### config.mk
export PLATFORM = sky130hd
export DESIGN_NAME = multi_channel_timer_bank
export DESIGN_NICKNAME = d
export VERILOG_FILES = /design/src/sv/mctb_pkg.sv /design/src/sv/mctb_div.sv /design/src/sv/mctb_datapath.sv /design/src/sv/mctb_ctrl.sv /design/src/sv/multi_channel_timer_bank.sv
export SDC_FILE = /design/constraint.sdc
export NUM_CORES = 2
export LEC_CHECK = 0
export ABC_AREA = 1
export BUFFER_PORTS_ARGS = -buffer_cell sky130_fd_sc_hd__buf_4
export CAP_MARGIN = 20
export CORE_ASPECT_RATIO = 1.4
export CORE_MARGIN = 3
export CORE_UTILIZATION = 30
export CTS_CLUSTER_SIZE = 40
export DETAILED_ROUTE_END_ITERATION = 8
export SLEW_MARGIN = 20
export SYNTH_ARGS = -nofsm -noshare
export SYNTH_HDL_FRONTEND = slang
export SYNTH_SLANG_ARGS = --single-unit
### constraint.sdc
create_clock -name clk -period 4.9 [get_ports clk]
set_clock_uncertainty 0.2 [all_clocks]
set_input_delay 0.245 -clock clk [delete_from_list [all_inputs] [get_ports clk]]
set_output_delay 0.245 -clock clk [all_outputs]
set_load 0.05 [all_outputs]
### src/sv/mctb_pkg.sv
`timescale 1ns / 1ps
`default_nettype none
package mctb_pkg;
    localparam int DEF_NUM_TIMERS = 8;

    typedef enum logic [1:0] {
        OP_START = 2'd0,
        OP_STOP  = 2'd1,
        OP_TICK  = 2'd2,
        OP_QUERY = 2'd3
    } opcode_t;

    typedef enum logic [1:0] {
        KIND_FIRE  = 2'd0,
        KIND_REPLY = 2'd1,
        KIND_DONE  = 2'd2
    } kind_t;

    typedef struct packed {
        logic load;
        logic div_start;
        logic commit;
    } dp_cmd_t;

    typedef struct packed {
        logic div_busy;
        logic div_done;
    } dp_stat_t;
endpackage
`default_nettype wire

### src/sv/mctb_div.sv
`timescale 1ns / 1ps
`default_nettype none
module mctb_div
    import mctb_pkg::*;
(
    input  wire logic        clk,
    input  wire logic        rst_n,
    input  wire logic        start,
    input  wire logic [32:0] dividend,
    input  wire logic [31:0] divisor,
    output logic             busy,
    output logic             done,
    output logic [32:0]      quotient,
    output logic [31:0]      remainder
);
    logic [32:0] quo_reg;
    logic [32:0] rem_reg;
    logic [31:0] dvs_reg;
    logic [5:0]  cnt_reg;
    logic        busy_reg;
    logic        done_reg;
    logic [33:0] trial;
    logic [32:0] rem_shift;

    assign rem_shift = {rem_reg[31:0], quo_reg[32]};
    assign trial     = {1'b0, rem_shift} - {2'b00, dvs_reg};

    always_ff @(posedge clk or negedge rst_n) begin
        if (!rst_n) begin
            busy_reg <= 1'b0;
            done_reg <= 1'b0;
            cnt_reg  <= '0;
        end
        else begin
            done_reg <= 1'b0;
            if (start) begin
                busy_reg <= 1'b1;
                cnt_reg  <= 6'd33;
            end
            else if (busy_reg) begin
                cnt_reg <= cnt_reg - 6'd1;
                if (cnt_reg == 6'd1) begin
                    busy_reg <= 1'b0;
                    done_reg <= 1'b1;
                end
            end
        end
    end

    always_ff @(posedge clk) begin
        if (start) begin
            quo_reg <= dividend;
            rem_reg <= '0;
            dvs_reg <= divisor;
        end
        else if (busy_reg) begin
            if (!trial[33]) begin
                rem_reg <= trial[32:0];
                quo_reg <= {quo_reg[31:0], 1'b1};
            end
            else begin
                rem_reg <= rem_shift;
                quo_reg <= {quo_reg[31:0], 1'b0};
            end
        end
    end

    assign busy      = busy_reg;
    assign done      = done_reg;
    assign quotient  = quo_reg;
    assign remainder = rem_reg[31:0];
endmodule
`default_nettype wire

### src/sv/mctb_datapath.sv
`timescale 1ns / 1ps
`default_nettype none
module mctb_datapath
    import mctb_pkg::*;
#(
    parameter int NUM_TIMERS = DEF_NUM_TIMERS,
    localparam int IW = (NUM_TIMERS > 1) ? $clog2(NUM_TIMERS) : 1
)
(
    input  wire logic          clk,
    input  wire logic          rst_n,
    input  wire dp_cmd_t       cmd,
    input  wire logic [IW-1:0] idx,
    input  wire logic [31:0]   delta,
    output dp_stat_t           stat,
    output logic               t_running,
    output logic               t_fires,
    output logic               t_notify,
    output logic               t_div,
    output logic [32:0]        t_count,
    output logic [31:0]        t_remaining,
    input  wire logic          wr_start,
    input  wire logic          wr_stop,
    input  wire logic [31:0]   wr_period,
    input  wire logic          wr_repeat,
    input  wire logic          wr_notify,
    output logic [31:0]        q_remaining
);
    logic [NUM_TIMERS-1:0] running_reg;
    logic [NUM_TIMERS-1:0] reload_reg;
    logic [NUM_TIMERS-1:0] notify_reg;
    logic [31:0]           timeout_reg [NUM_TIMERS];
    logic [31:0]           elapsed_reg [NUM_TIMERS];

    logic [31:0] per_reg;
    logic [32:0] sum_reg;
    logic        run_reg;
    logic        rld_reg;
    logic        ntf_reg;
    logic        run_next;
    logic [31:0] el_next;
    logic [32:0] cnt_next;
    logic        fire_next;
    logic [32:0] dq;
    logic [31:0] dr;
    logic        dbusy;
    logic        ddone;

    mctb_div u_div (
        .clk(clk), .rst_n(rst_n), .start(cmd.div_start),
        .dividend(sum_reg), .divisor(per_reg),
        .busy(dbusy), .done(ddone), .quotient(dq), .remainder(dr)
    );

    assign stat.div_busy = dbusy;
    assign stat.div_done = ddone;

    always_ff @(posedge clk) begin
        if (cmd.load) begin
            per_reg <= timeout_reg[idx];
            sum_reg <= {1'b0, elapsed_reg[idx]} + {1'b0, delta};
            run_reg <= running_reg[idx];
            rld_reg <= reload_reg[idx];
            ntf_reg <= notify_reg[idx];
        end
    end

    assign t_div = run_reg && per_reg != '0 && sum_reg >= {1'b0, per_reg} && rld_reg;

    always_comb begin
        run_next  = run_reg;
        el_next   = sum_reg[31:0];
        cnt_next  = '0;
        if (run_reg) begin
            if (per_reg == '0 || (sum_reg >= {1'b0, per_reg} && !rld_reg)) begin
                cnt_next = 33'd1;
                run_next = 1'b0;
                el_next  = sum_reg[32] ? 32'hFFFF_FFFF : sum_reg[31:0];
            end
            else if (sum_reg >= {1'b0, per_reg}) begin
                cnt_next = dq;
                el_next  = dr;
            end
        end
        fire_next = cnt_next != '0;
    end

    assign t_running   = run_reg;
    assign t_fires     = fire_next;
    assign t_notify    = ntf_reg;
    assign t_count     = cnt_next;
    assign t_remaining = (run_next && el_next < per_reg) ? per_reg - el_next : '0;

    always_ff @(posedge clk or negedge rst_n) begin
        if (!rst_n) begin
            running_reg <= '0;
            reload_reg  <= '0;
            notify_reg  <= '0;
            for (int k = 0; k < NUM_TIMERS; k++) begin
                timeout_reg[k] <= '0;
                elapsed_reg[k] <= '0;
            end
        end
        else if (cmd.commit) begin
            running_reg[idx] <= run_next;
            elapsed_reg[idx] <= el_next;
        end
        else if (wr_start) begin
            running_reg[idx] <= 1'b1;
            reload_reg[idx]  <= wr_repeat;
            notify_reg[idx]  <= wr_notify;
            timeout_reg[idx] <= wr_period;
            elapsed_reg[idx] <= '0;
        end
        else if (wr_stop) begin
            running_reg[idx] <= 1'b0;
        end
    end

    // The reply reports the timer as it stands after the command.
    assign q_remaining = wr_start ? wr_period :
                         (!wr_stop && running_reg[idx] && elapsed_reg[idx] < timeout_reg[idx])
                         ? timeout_reg[idx] - elapsed_reg[idx] : '0;
endmodule
`default_nettype wire

### src/sv/mctb_ctrl.sv
`timescale 1ns / 1ps
`default_nettype none
module mctb_ctrl
    import mctb_pkg::*;
#(
    parameter int NUM_TIMERS = DEF_NUM_TIMERS,
    localparam int IW = (NUM_TIMERS > 1) ? $clog2(NUM_TIMERS) : 1
)
(
    input  wire logic          clk,
    input  wire logic          rst_n,
    input  wire logic          in_valid,
    output logic               in_ready,
    input  wire logic [1:0]    in_op,
    input  wire logic [7:0]    in_id,
    input  wire logic [31:0]   in_delta,
    output logic               out_valid,
    input  wire logic          out_ready,
    output logic [73:0]        out_data,
    output kind_t              out_kind,
    output logic               out_last,
    output dp_cmd_t            cmd,
    input  wire dp_stat_t      stat,
    output logic [IW-1:0]      idx,
    output logic [31:0]        delta,
    input  wire logic          t_running,
    input  wire logic          t_fires,
    input  wire logic          t_notify,
    input  wire logic          t_div,
    input  wire logic [32:0]   t_count,
    input  wire logic [31:0]   t_remaining,
    output logic               wr_start,
    output logic               wr_stop,
    input  wire logic [31:0]   q_remaining
);
    typedef enum logic [2:0] {
        S_IDLE, S_LOAD, S_EVAL, S_DIVW, S_OUT, S_DONE
    } state_t;

    localparam logic [8:0] NT = 9'(NUM_TIMERS);

    state_t      state_reg;
    logic [IW:0] idx_reg;
    logic [31:0] delta_reg;
    logic        ovalid_reg;
    logic [73:0] odata_reg;
    kind_t       okind_reg;
    logic        olast_reg;
    logic        accept;
    logic        bad;
    logic        slot_free;
    logic        out_load;
    logic [IW:0] idx_inc;

    assign slot_free = !ovalid_reg || out_ready;
    assign in_ready  = state_reg == S_IDLE && slot_free;
    assign accept    = in_valid && in_ready;
    assign bad       = {1'b0, in_id} >= NT;
    assign idx       = accept ? in_id[IW-1:0] : idx_reg[IW-1:0];
    assign delta     = delta_reg;
    assign wr_start  = accept && !bad && opcode_t'(in_op) == OP_START;
    assign wr_stop   = accept && !bad && opcode_t'(in_op) == OP_STOP;
    assign idx_inc   = idx_reg + 1'b1;
    assign out_load  = (state_reg == S_IDLE && accept && opcode_t'(in_op) != OP_TICK) ||
                       (state_reg inside {S_OUT, S_DONE} && slot_free);

    assign cmd.load      = state_reg == S_LOAD;
    assign cmd.div_start = state_reg == S_EVAL && t_div;
    assign cmd.commit    = (state_reg == S_EVAL && !t_div) ||
                           (state_reg == S_DIVW && stat.div_done);

    always_ff @(posedge clk or negedge rst_n) begin
        if (!rst_n) begin
            state_reg  <= S_IDLE;
            idx_reg    <= '0;
            delta_reg  <= '0;
            ovalid_reg <= 1'b0;
            odata_reg  <= '0;
            okind_reg  <= KIND_FIRE;
            olast_reg  <= 1'b0;
        end
        else begin
            if (ovalid_reg && out_ready && !out_load) ovalid_reg <= 1'b0;
            case (state_reg)
                S_IDLE: begin
                    if (accept && opcode_t'(in_op) == OP_TICK) begin
                        idx_reg   <= '0;
                        delta_reg <= in_delta;
                        state_reg <= S_LOAD;
                    end
                    else if (accept) begin
                        ovalid_reg <= 1'b1;
                        olast_reg  <= 1'b1;
                        okind_reg  <= KIND_REPLY;
                        odata_reg  <= {bad, bad ? 32'd0 : q_remaining, 33'd0, in_id};
                    end
                end
                S_LOAD: state_reg <= S_EVAL;
                S_EVAL: begin
                    if (t_div) state_reg <= S_DIVW;
                    else if (t_running && t_fires && t_notify) state_reg <= S_OUT;
                    else begin
                        idx_reg   <= idx_inc;
                        state_reg <= (idx_inc == NT[IW:0]) ? S_DONE : S_LOAD;
                    end
                end
                S_DIVW: begin
                    if (stat.div_done) begin
                        if (t_notify) state_reg <= S_OUT;
                        else begin
                            idx_reg   <= idx_inc;
                            state_reg <= (idx_inc == NT[IW:0]) ? S_DONE : S_LOAD;
                        end
                    end
                end
                S_OUT: begin
                    if (slot_free) begin
                        ovalid_reg <= 1'b1;
                        olast_reg  <= 1'b0;
                        okind_reg  <= KIND_FIRE;
                        odata_reg  <= {1'b0, t_remaining, t_count, 8'(idx_reg[IW-1:0])};
                        idx_reg    <= idx_inc;
                        state_reg  <= (idx_inc == NT[IW:0]) ? S_DONE : S_LOAD;
                    end
                end
                S_DONE: begin
                    if (slot_free) begin
                        ovalid_reg <= 1'b1;
                        olast_reg  <= 1'b1;
                        okind_reg  <= KIND_DONE;
                        odata_reg  <= '0;
                        state_reg  <= S_IDLE;
                    end
                end
                default: state_reg <= S_IDLE;
            endcase
        end
    end

    assign out_valid = ovalid_reg;
    assign out_data  = odata_reg;
    assign out_kind  = okind_reg;
    assign out_last  = olast_reg;
endmodule
`default_nettype wire

### src/sv/multi_channel_timer_bank.sv
`timescale 1ns / 1ps
`default_nettype none
// A bank of NUM_TIMERS timers. Start, stop and query each give one reply.
// A tick visits every timer in turn: each timer is loaded (S_LOAD) and evaluated (S_EVAL),
// goes on to S_OUT when it reports an event, and waits in S_DIVW for a repeating timer that
// expires, since its fire count and remainder come from a shared radix-2 divider doing one
// quotient bit per cycle; a stalled output holds the tick in S_OUT or S_DONE.
module multi_channel_timer_bank
    import mctb_pkg::*;
#(
    parameter int NUM_TIMERS = DEF_NUM_TIMERS,
    localparam int IW = (NUM_TIMERS > 1) ? $clog2(NUM_TIMERS) : 1
)
(
    input  wire logic        clk,
    input  wire logic        rst_n,
    input  wire logic        s_axis_tvalid,
    output logic             s_axis_tready,
    // timer_id, period, repeat_mode, notify_enable, delta, 6 zero bits
    input  wire logic [79:0] s_axis_tdata,
    // opcode
    input  wire logic [1:0]  s_axis_tuser,
    output logic             m_axis_tvalid,
    input  wire logic        m_axis_tready,
    // event_id, fire_count, remaining, status, 6 zero bits
    output logic [79:0]      m_axis_tdata,
    // kind
    output logic [1:0]       m_axis_tuser,
    output logic             m_axis_tlast
);
    dp_cmd_t     cmd;
    dp_stat_t    stat;
    logic [IW-1:0] idx;
    logic [31:0] delta;
    logic        t_running, t_fires, t_notify, t_div;
    logic [32:0] t_count;
    logic [31:0] t_remaining, q_remaining;
    logic        wr_start, wr_stop;
    logic [73:0] out_data;
    kind_t       out_kind;

    mctb_ctrl #(.NUM_TIMERS(NUM_TIMERS)) u_ctrl (
        .clk(clk), .rst_n(rst_n),
        .in_valid(s_axis_tvalid), .in_ready(s_axis_tready),
        .in_op(s_axis_tuser), .in_id(s_axis_tdata[7:0]),
        .in_delta(s_axis_tdata[73:42]),
        .out_valid(m_axis_tvalid), .out_ready(m_axis_tready),
        .out_data(out_data), .out_kind(out_kind), .out_last(m_axis_tlast),
        .cmd(cmd), .stat(stat), .idx(idx), .delta(delta),
        .t_running(t_running), .t_fires(t_fires), .t_notify(t_notify), .t_div(t_div),
        .t_count(t_count), .t_remaining(t_remaining),
        .wr_start(wr_start), .wr_stop(wr_stop), .q_remaining(q_remaining)
    );

    mctb_datapath #(.NUM_TIMERS(NUM_TIMERS)) u_dp (
        .clk(clk), .rst_n(rst_n), .cmd(cmd), .idx(idx), .delta(delta), .stat(stat),
        .t_running(t_running), .t_fires(t_fires), .t_notify(t_notify), .t_div(t_div),
        .t_count(t_count), .t_remaining(t_remaining),
        .wr_start(wr_start), .wr_stop(wr_stop), .wr_period(s_axis_tdata[39:8]),
        .wr_repeat(s_axis_tdata[40]), .wr_notify(s_axis_tdata[41]),
        .q_remaining(q_remaining)
    );

    assign m_axis_tdata = {6'd0, out_data};
    assign m_axis_tuser = out_kind;

    a_cmd_excl: assert property (@(posedge clk) disable iff (!rst_n)
        !(cmd.commit && (wr_start || wr_stop)))
        else $error("commit overlaps a command write");
    a_div_start: assert property (@(posedge clk) disable iff (!rst_n)
        cmd.div_start |-> !stat.div_busy)
        else $error("divider started while busy");
    a_fire_kind: assert property (@(posedge clk) disable iff (!rst_n)
        (m_axis_tvalid && m_axis_tuser == KIND_FIRE) |-> !m_axis_tlast)
        else $error("fire event marked last");
endmodule
`default_nettype wire
==> impl.org <==
** Floorplan
- For this configuration, the core starts out at a cell density of 0.303.
- The die covers 146000 um2.
- Placeable core area :: 140000 um2
- Die Width :: 324 um
- Floorplan die height :: 451 um
- # rows :: 162
- Count of boundary I/O pins :: 171

** STA
- Final-report hold violation count :: 1
- Worst hold slack across all endpoints :: -0.000521 ns
- Setup violations remaining at the end of the flow were counted as 0.
- In this run the tightest slew margin relative to its limit is 0.218.
- Final count of pins violating max slew :: 0
- Setup repair after global routing could not meet its margin everywhere.
- Highest clock rate :: 207 MHz
- At the pin with the least slew margin, the transition time is 1.17 ns.
- Setup total negative slack on the finished layout was measured at 0 ns.
- Share of the clock period used by the worst path :: 0.988
- Min cycle time layout :: 4.84 ns

** Global route
- Entering global routing, the biggest net connects 122 pins.
- First-pass GRT wire length :: 250 mm
- The number of antenna violations at the first check in global routing came to 9.
- The via count of the first global-routing pass is 39200.
- Grt total ovfl :: 0
- Across every metal layer, demand over resource in global routing totals 0.227.

** Power
- The share of total power dissipated in sequential elements is 0.219.
- For this design the ratio of total power to cell area is 883 nW/um2.
- After layout, the design draws a total of 49.7 mW.
- The share of total power dissipated in the clock network is 0.145.
- The internal power of the cells totals 26.8 mW.
- Fraction of power spent switching nets :: 0.461
- Lkg Pwr :: 26.5 nW
- Total net switching power :: 22.9 mW
- The worst-case IR drop observed on VDD is 405 uV.
- Share of power burned in combinational logic :: 0.636

** Run
- # Max-Cap Violations :: 0

** Final layout
- The net count of the finished layout is 5983.
- In the final layout, the share of cells above drive strength 1 is 0.236.
- The area growth from synthesis to layout is 32.7%.
- Measured on the finished design, the core utilization comes to 0.403.
- Leaving out fill and tap cells, the most frequent cell in the layout is sky130_fd_sc_hd__nand2_1.
- The library cells used most frequently in the layout, excluding fill and tap cells, are sky130_fd_sc_hd__nand2_1, sky130_fd_sc_hd__buf_4, sky130_fd_sc_hd__dfrtp_1.

** Setup path
- In this run the critical register-to-register path is launched from u_ctrl.state_reg[1]$_DFFE_PN0P_.
- STA puts the critical path data arrival time at 5.19 ns.
- The slowest stage of the critical path is the sky130_fd_sc_hd__dfrtp_1 cell.
- Maximum fanout along the worst path :: 25
- Type of the worst setup path :: flip-flop to flip-flop
- The worst setup path is launched from a flip-flop.
- Across all register-to-register paths, the minimum setup slack is 0.06 ns.
- Biggest cell delay along the critical path :: 0.40 ns
- Measured in cells, the most critical reg-to-reg path has a length of 29.
- Critical Path End Type :: flip-flop
- In this run the worst setup path begins at u_ctrl.state_reg[1]$_DFFE_PN0P_.
- STA puts the critical path data required time at 5.25 ns.
- Cell repeated most along the worst path :: sky130_fd_sc_hd__nand2_1
- The endpoint identified for the worst register-to-register timing path is u_ctrl.out_data[52]$_DFFE_PN0P_.

** Place
- The congestion estimate from routability-driven global placement came to 0.980.
- The HPWL after detailed placement is 125 mm.
- Count of input and output buffers :: 158

** Synthesis
- Counting flops with an async set or reset pin after synthesis yields a share of 0.800.
- Synthesized area divided by synthesized cell count :: 8.71 um2
- Synth warn :: 0
- Number of unique standard cell types used by synthesis :: 58
- FF+latch count, synth :: 826
- Most used flip-flop cell after synthesis :: sky130_fd_sc_hd__dfrtp_1
- Total standard cell area after synthesis :: 42400 um2
- Counting every instance in the synthesized netlist gives 4869.
- Seq/Total Area, Yosys :: 0.499
- In this run, synthesis inferred 133 flip-flops with an integrated enable.

** Detailed routing
- Number of violations reported at the end of detailed-routing iteration 0 :: 3684
- Dividing the detail-routed wire length by the instance count gives 22.5 um.
- The pre-antenna-repair detailed-routing pass consisted of 5 iterations.
- Remaining antenna violation count after routing :: 0
- Remaining routing DRC violations :: 0
- Vias per std cell :: 5.25
- Via count of the routed design :: 40000
- Detailed Route WL :: 171 mm

** Clocking
- TritonCTS built the clock tree.
- The clock drives 826 sinks.
- CTS H-tree lvls :: 3
- Master cell of the clock root buffer :: sky130_fd_sc_hd__clkbuf_16
- The clock reaches the later pin of the worst-skew pair after 0.69 ns.
- Inserted Clock Buffers :: 86
- Clock-pin slew on the worst setup and hold paths :: 0.06 ns
- Worst-case clock buffer depth :: 3

** Outcome
- Run status :: finished, violations left
- The checks that failed: negative hold slack.

** Worst hold path
- Type of the most critical hold path :: input port to async pin
[synth_stat cells, types with 28 or more instances]
| master | count | area (um2) |
|---|---|---|
| sky130_fd_sc_hd__a21oi_1 | 224 | 1120 |
| sky130_fd_sc_hd__a221oi_1 | 62 | 543 |
| sky130_fd_sc_hd__a22oi_1 | 105 | 788 |
| sky130_fd_sc_hd__a32o_1 | 32 | 320 |
| sky130_fd_sc_hd__buf_2 | 71 | 355 |
| sky130_fd_sc_hd__clkbuf_1 | 124 | 465 |
| sky130_fd_sc_hd__dfrtp_1 | 661 | 16500 |
| sky130_fd_sc_hd__dfxtp_1 | 32 | 641 |
| sky130_fd_sc_hd__edfxtp_1 | 133 | 3990 |
| sky130_fd_sc_hd__ha_1 | 163 | 2040 |
| sky130_fd_sc_hd__inv_1 | 464 | 1740 |
| sky130_fd_sc_hd__nand2_1 | 1158 | 4350 |
| sky130_fd_sc_hd__nand3_1 | 67 | 335 |
| sky130_fd_sc_hd__nand4_1 | 73 | 457 |
| sky130_fd_sc_hd__nor2_1 | 219 | 822 |
| sky130_fd_sc_hd__nor3_1 | 29 | 145 |
| sky130_fd_sc_hd__o211ai_1 | 63 | 473 |
| sky130_fd_sc_hd__o21ai_0 | 590 | 2950 |
| sky130_fd_sc_hd__o21ai_1 | 28 | 140 |
| sky130_fd_sc_hd__o21ai_2 | 33 | 289 |
| sky130_fd_sc_hd__o22ai_1 | 205 | 1280 |
| sky130_fd_sc_hd__xnor2_1 | 59 | 517 |
| sky130_fd_sc_hd__xor2_1 | 50 | 438 |
[per-stage QoR]
| stage | setup WS, ns | area, um2 | cells |
|---|---|---|---|
| finish | 0.0603 | 56300 | 7614 |
| global route | -0.138 | 56300 | 7609 |
| CTS | -0.00273 | 54800 | 7567 |
| detailed placement | -0.291 | 50600 | 7299 |
| global placement | -0.397 | 50600 | 7299 |
| floorplan | 0.0516 | 42400 | 4874 |
[cell type report]
type | instances | area, um2
diodes | 6 | 15.0
clock buffers | 119 | 2510
clock inverters | 43 | 553
fillers | 13900 | 83600
inverters | 487 | 1870
multi-input cells | 3325 | 19500
flip-flops and latches | 826 | 21200
well taps | 1804 | 2260
repair buffers | 1003 | 8420
repair inverters | 1 | 11.3
[power by group through the flow]
stage | clock [mW] | sequential [mW] | combinational (mW)
2_1_floorplan | 0 | 11.1 | 13.4
3_3_place_gp | 0 | 10.9 | 29.0
3_5_place_dp | 0 | 11.0 | 29.1
4_1_cts | 7.32 | 10.9 | 29.7
5_1_grt | 7.57 | 11.1 | 33.8
6_report | 7.21 | 10.9 | 31.6
[how the worst max path moves through the flow]
| stage | to | slack [ns] |
|---|---|---|
| detailed placement | u_ctrl.out_data[71]$_DFFE_PN0P_ | -0.29 |
| global placement | u_ctrl.out_data[71]$_DFFE_PN0P_ | -0.40 |
| finish | u_ctrl.out_data[52]$_DFFE_PN0P_ | 0.06 |
| global route | u_ctrl.out_data[45]$_DFFE_PN0P_ | -0.14 |
| CTS | u_ctrl.out_data[52]$_DFFE_PN0P_ | -0.003 |
| floorplan | u_dp.sum_reg[22]$_DFFE_PP_ | 0.05 |
[critical path, delay by kind of cell (launching register included)]
family          cells  cell delay [ns]
simple gates       13             1.54
buf+inv             7             1.03
flops               1             0.40
compound gates      8             1.23
fa+ha+maj           1             0.25
[repair_timing]
item                                    4_1_cts  5_1_grt
gates cloned                                  0        5
resized for setup                            38      242
endpoints found under the hold margin       432        0
buffers inserted                             29       37
pin swaps                                    22       83
endpoints found under the setup margin       44       52
hold buffers                                 78        0
[cells by family after synthesis]
group / after synthesis / share of synthesized area
compound gates: 1448 / 0.207
other cells: 1 / 0.0000884
simple gates: 1595 / 0.153
fa+ha+maj: 167 / 0.0500
flops: 826 / 0.499
buf+inv: 723 / 0.0687
xor+xnor: 109 / 0.0225
[layer usage]
layer  part of all wire  vias up  GRT usage
met2               0.47     1460      0.372
met5                  0        -          0
met1               0.40    19700      0.284
li1                   -    18500          -
met4              0.075        0      0.140
met3              0.057      372     0.0293
Power figures use the tool's default switching activity.
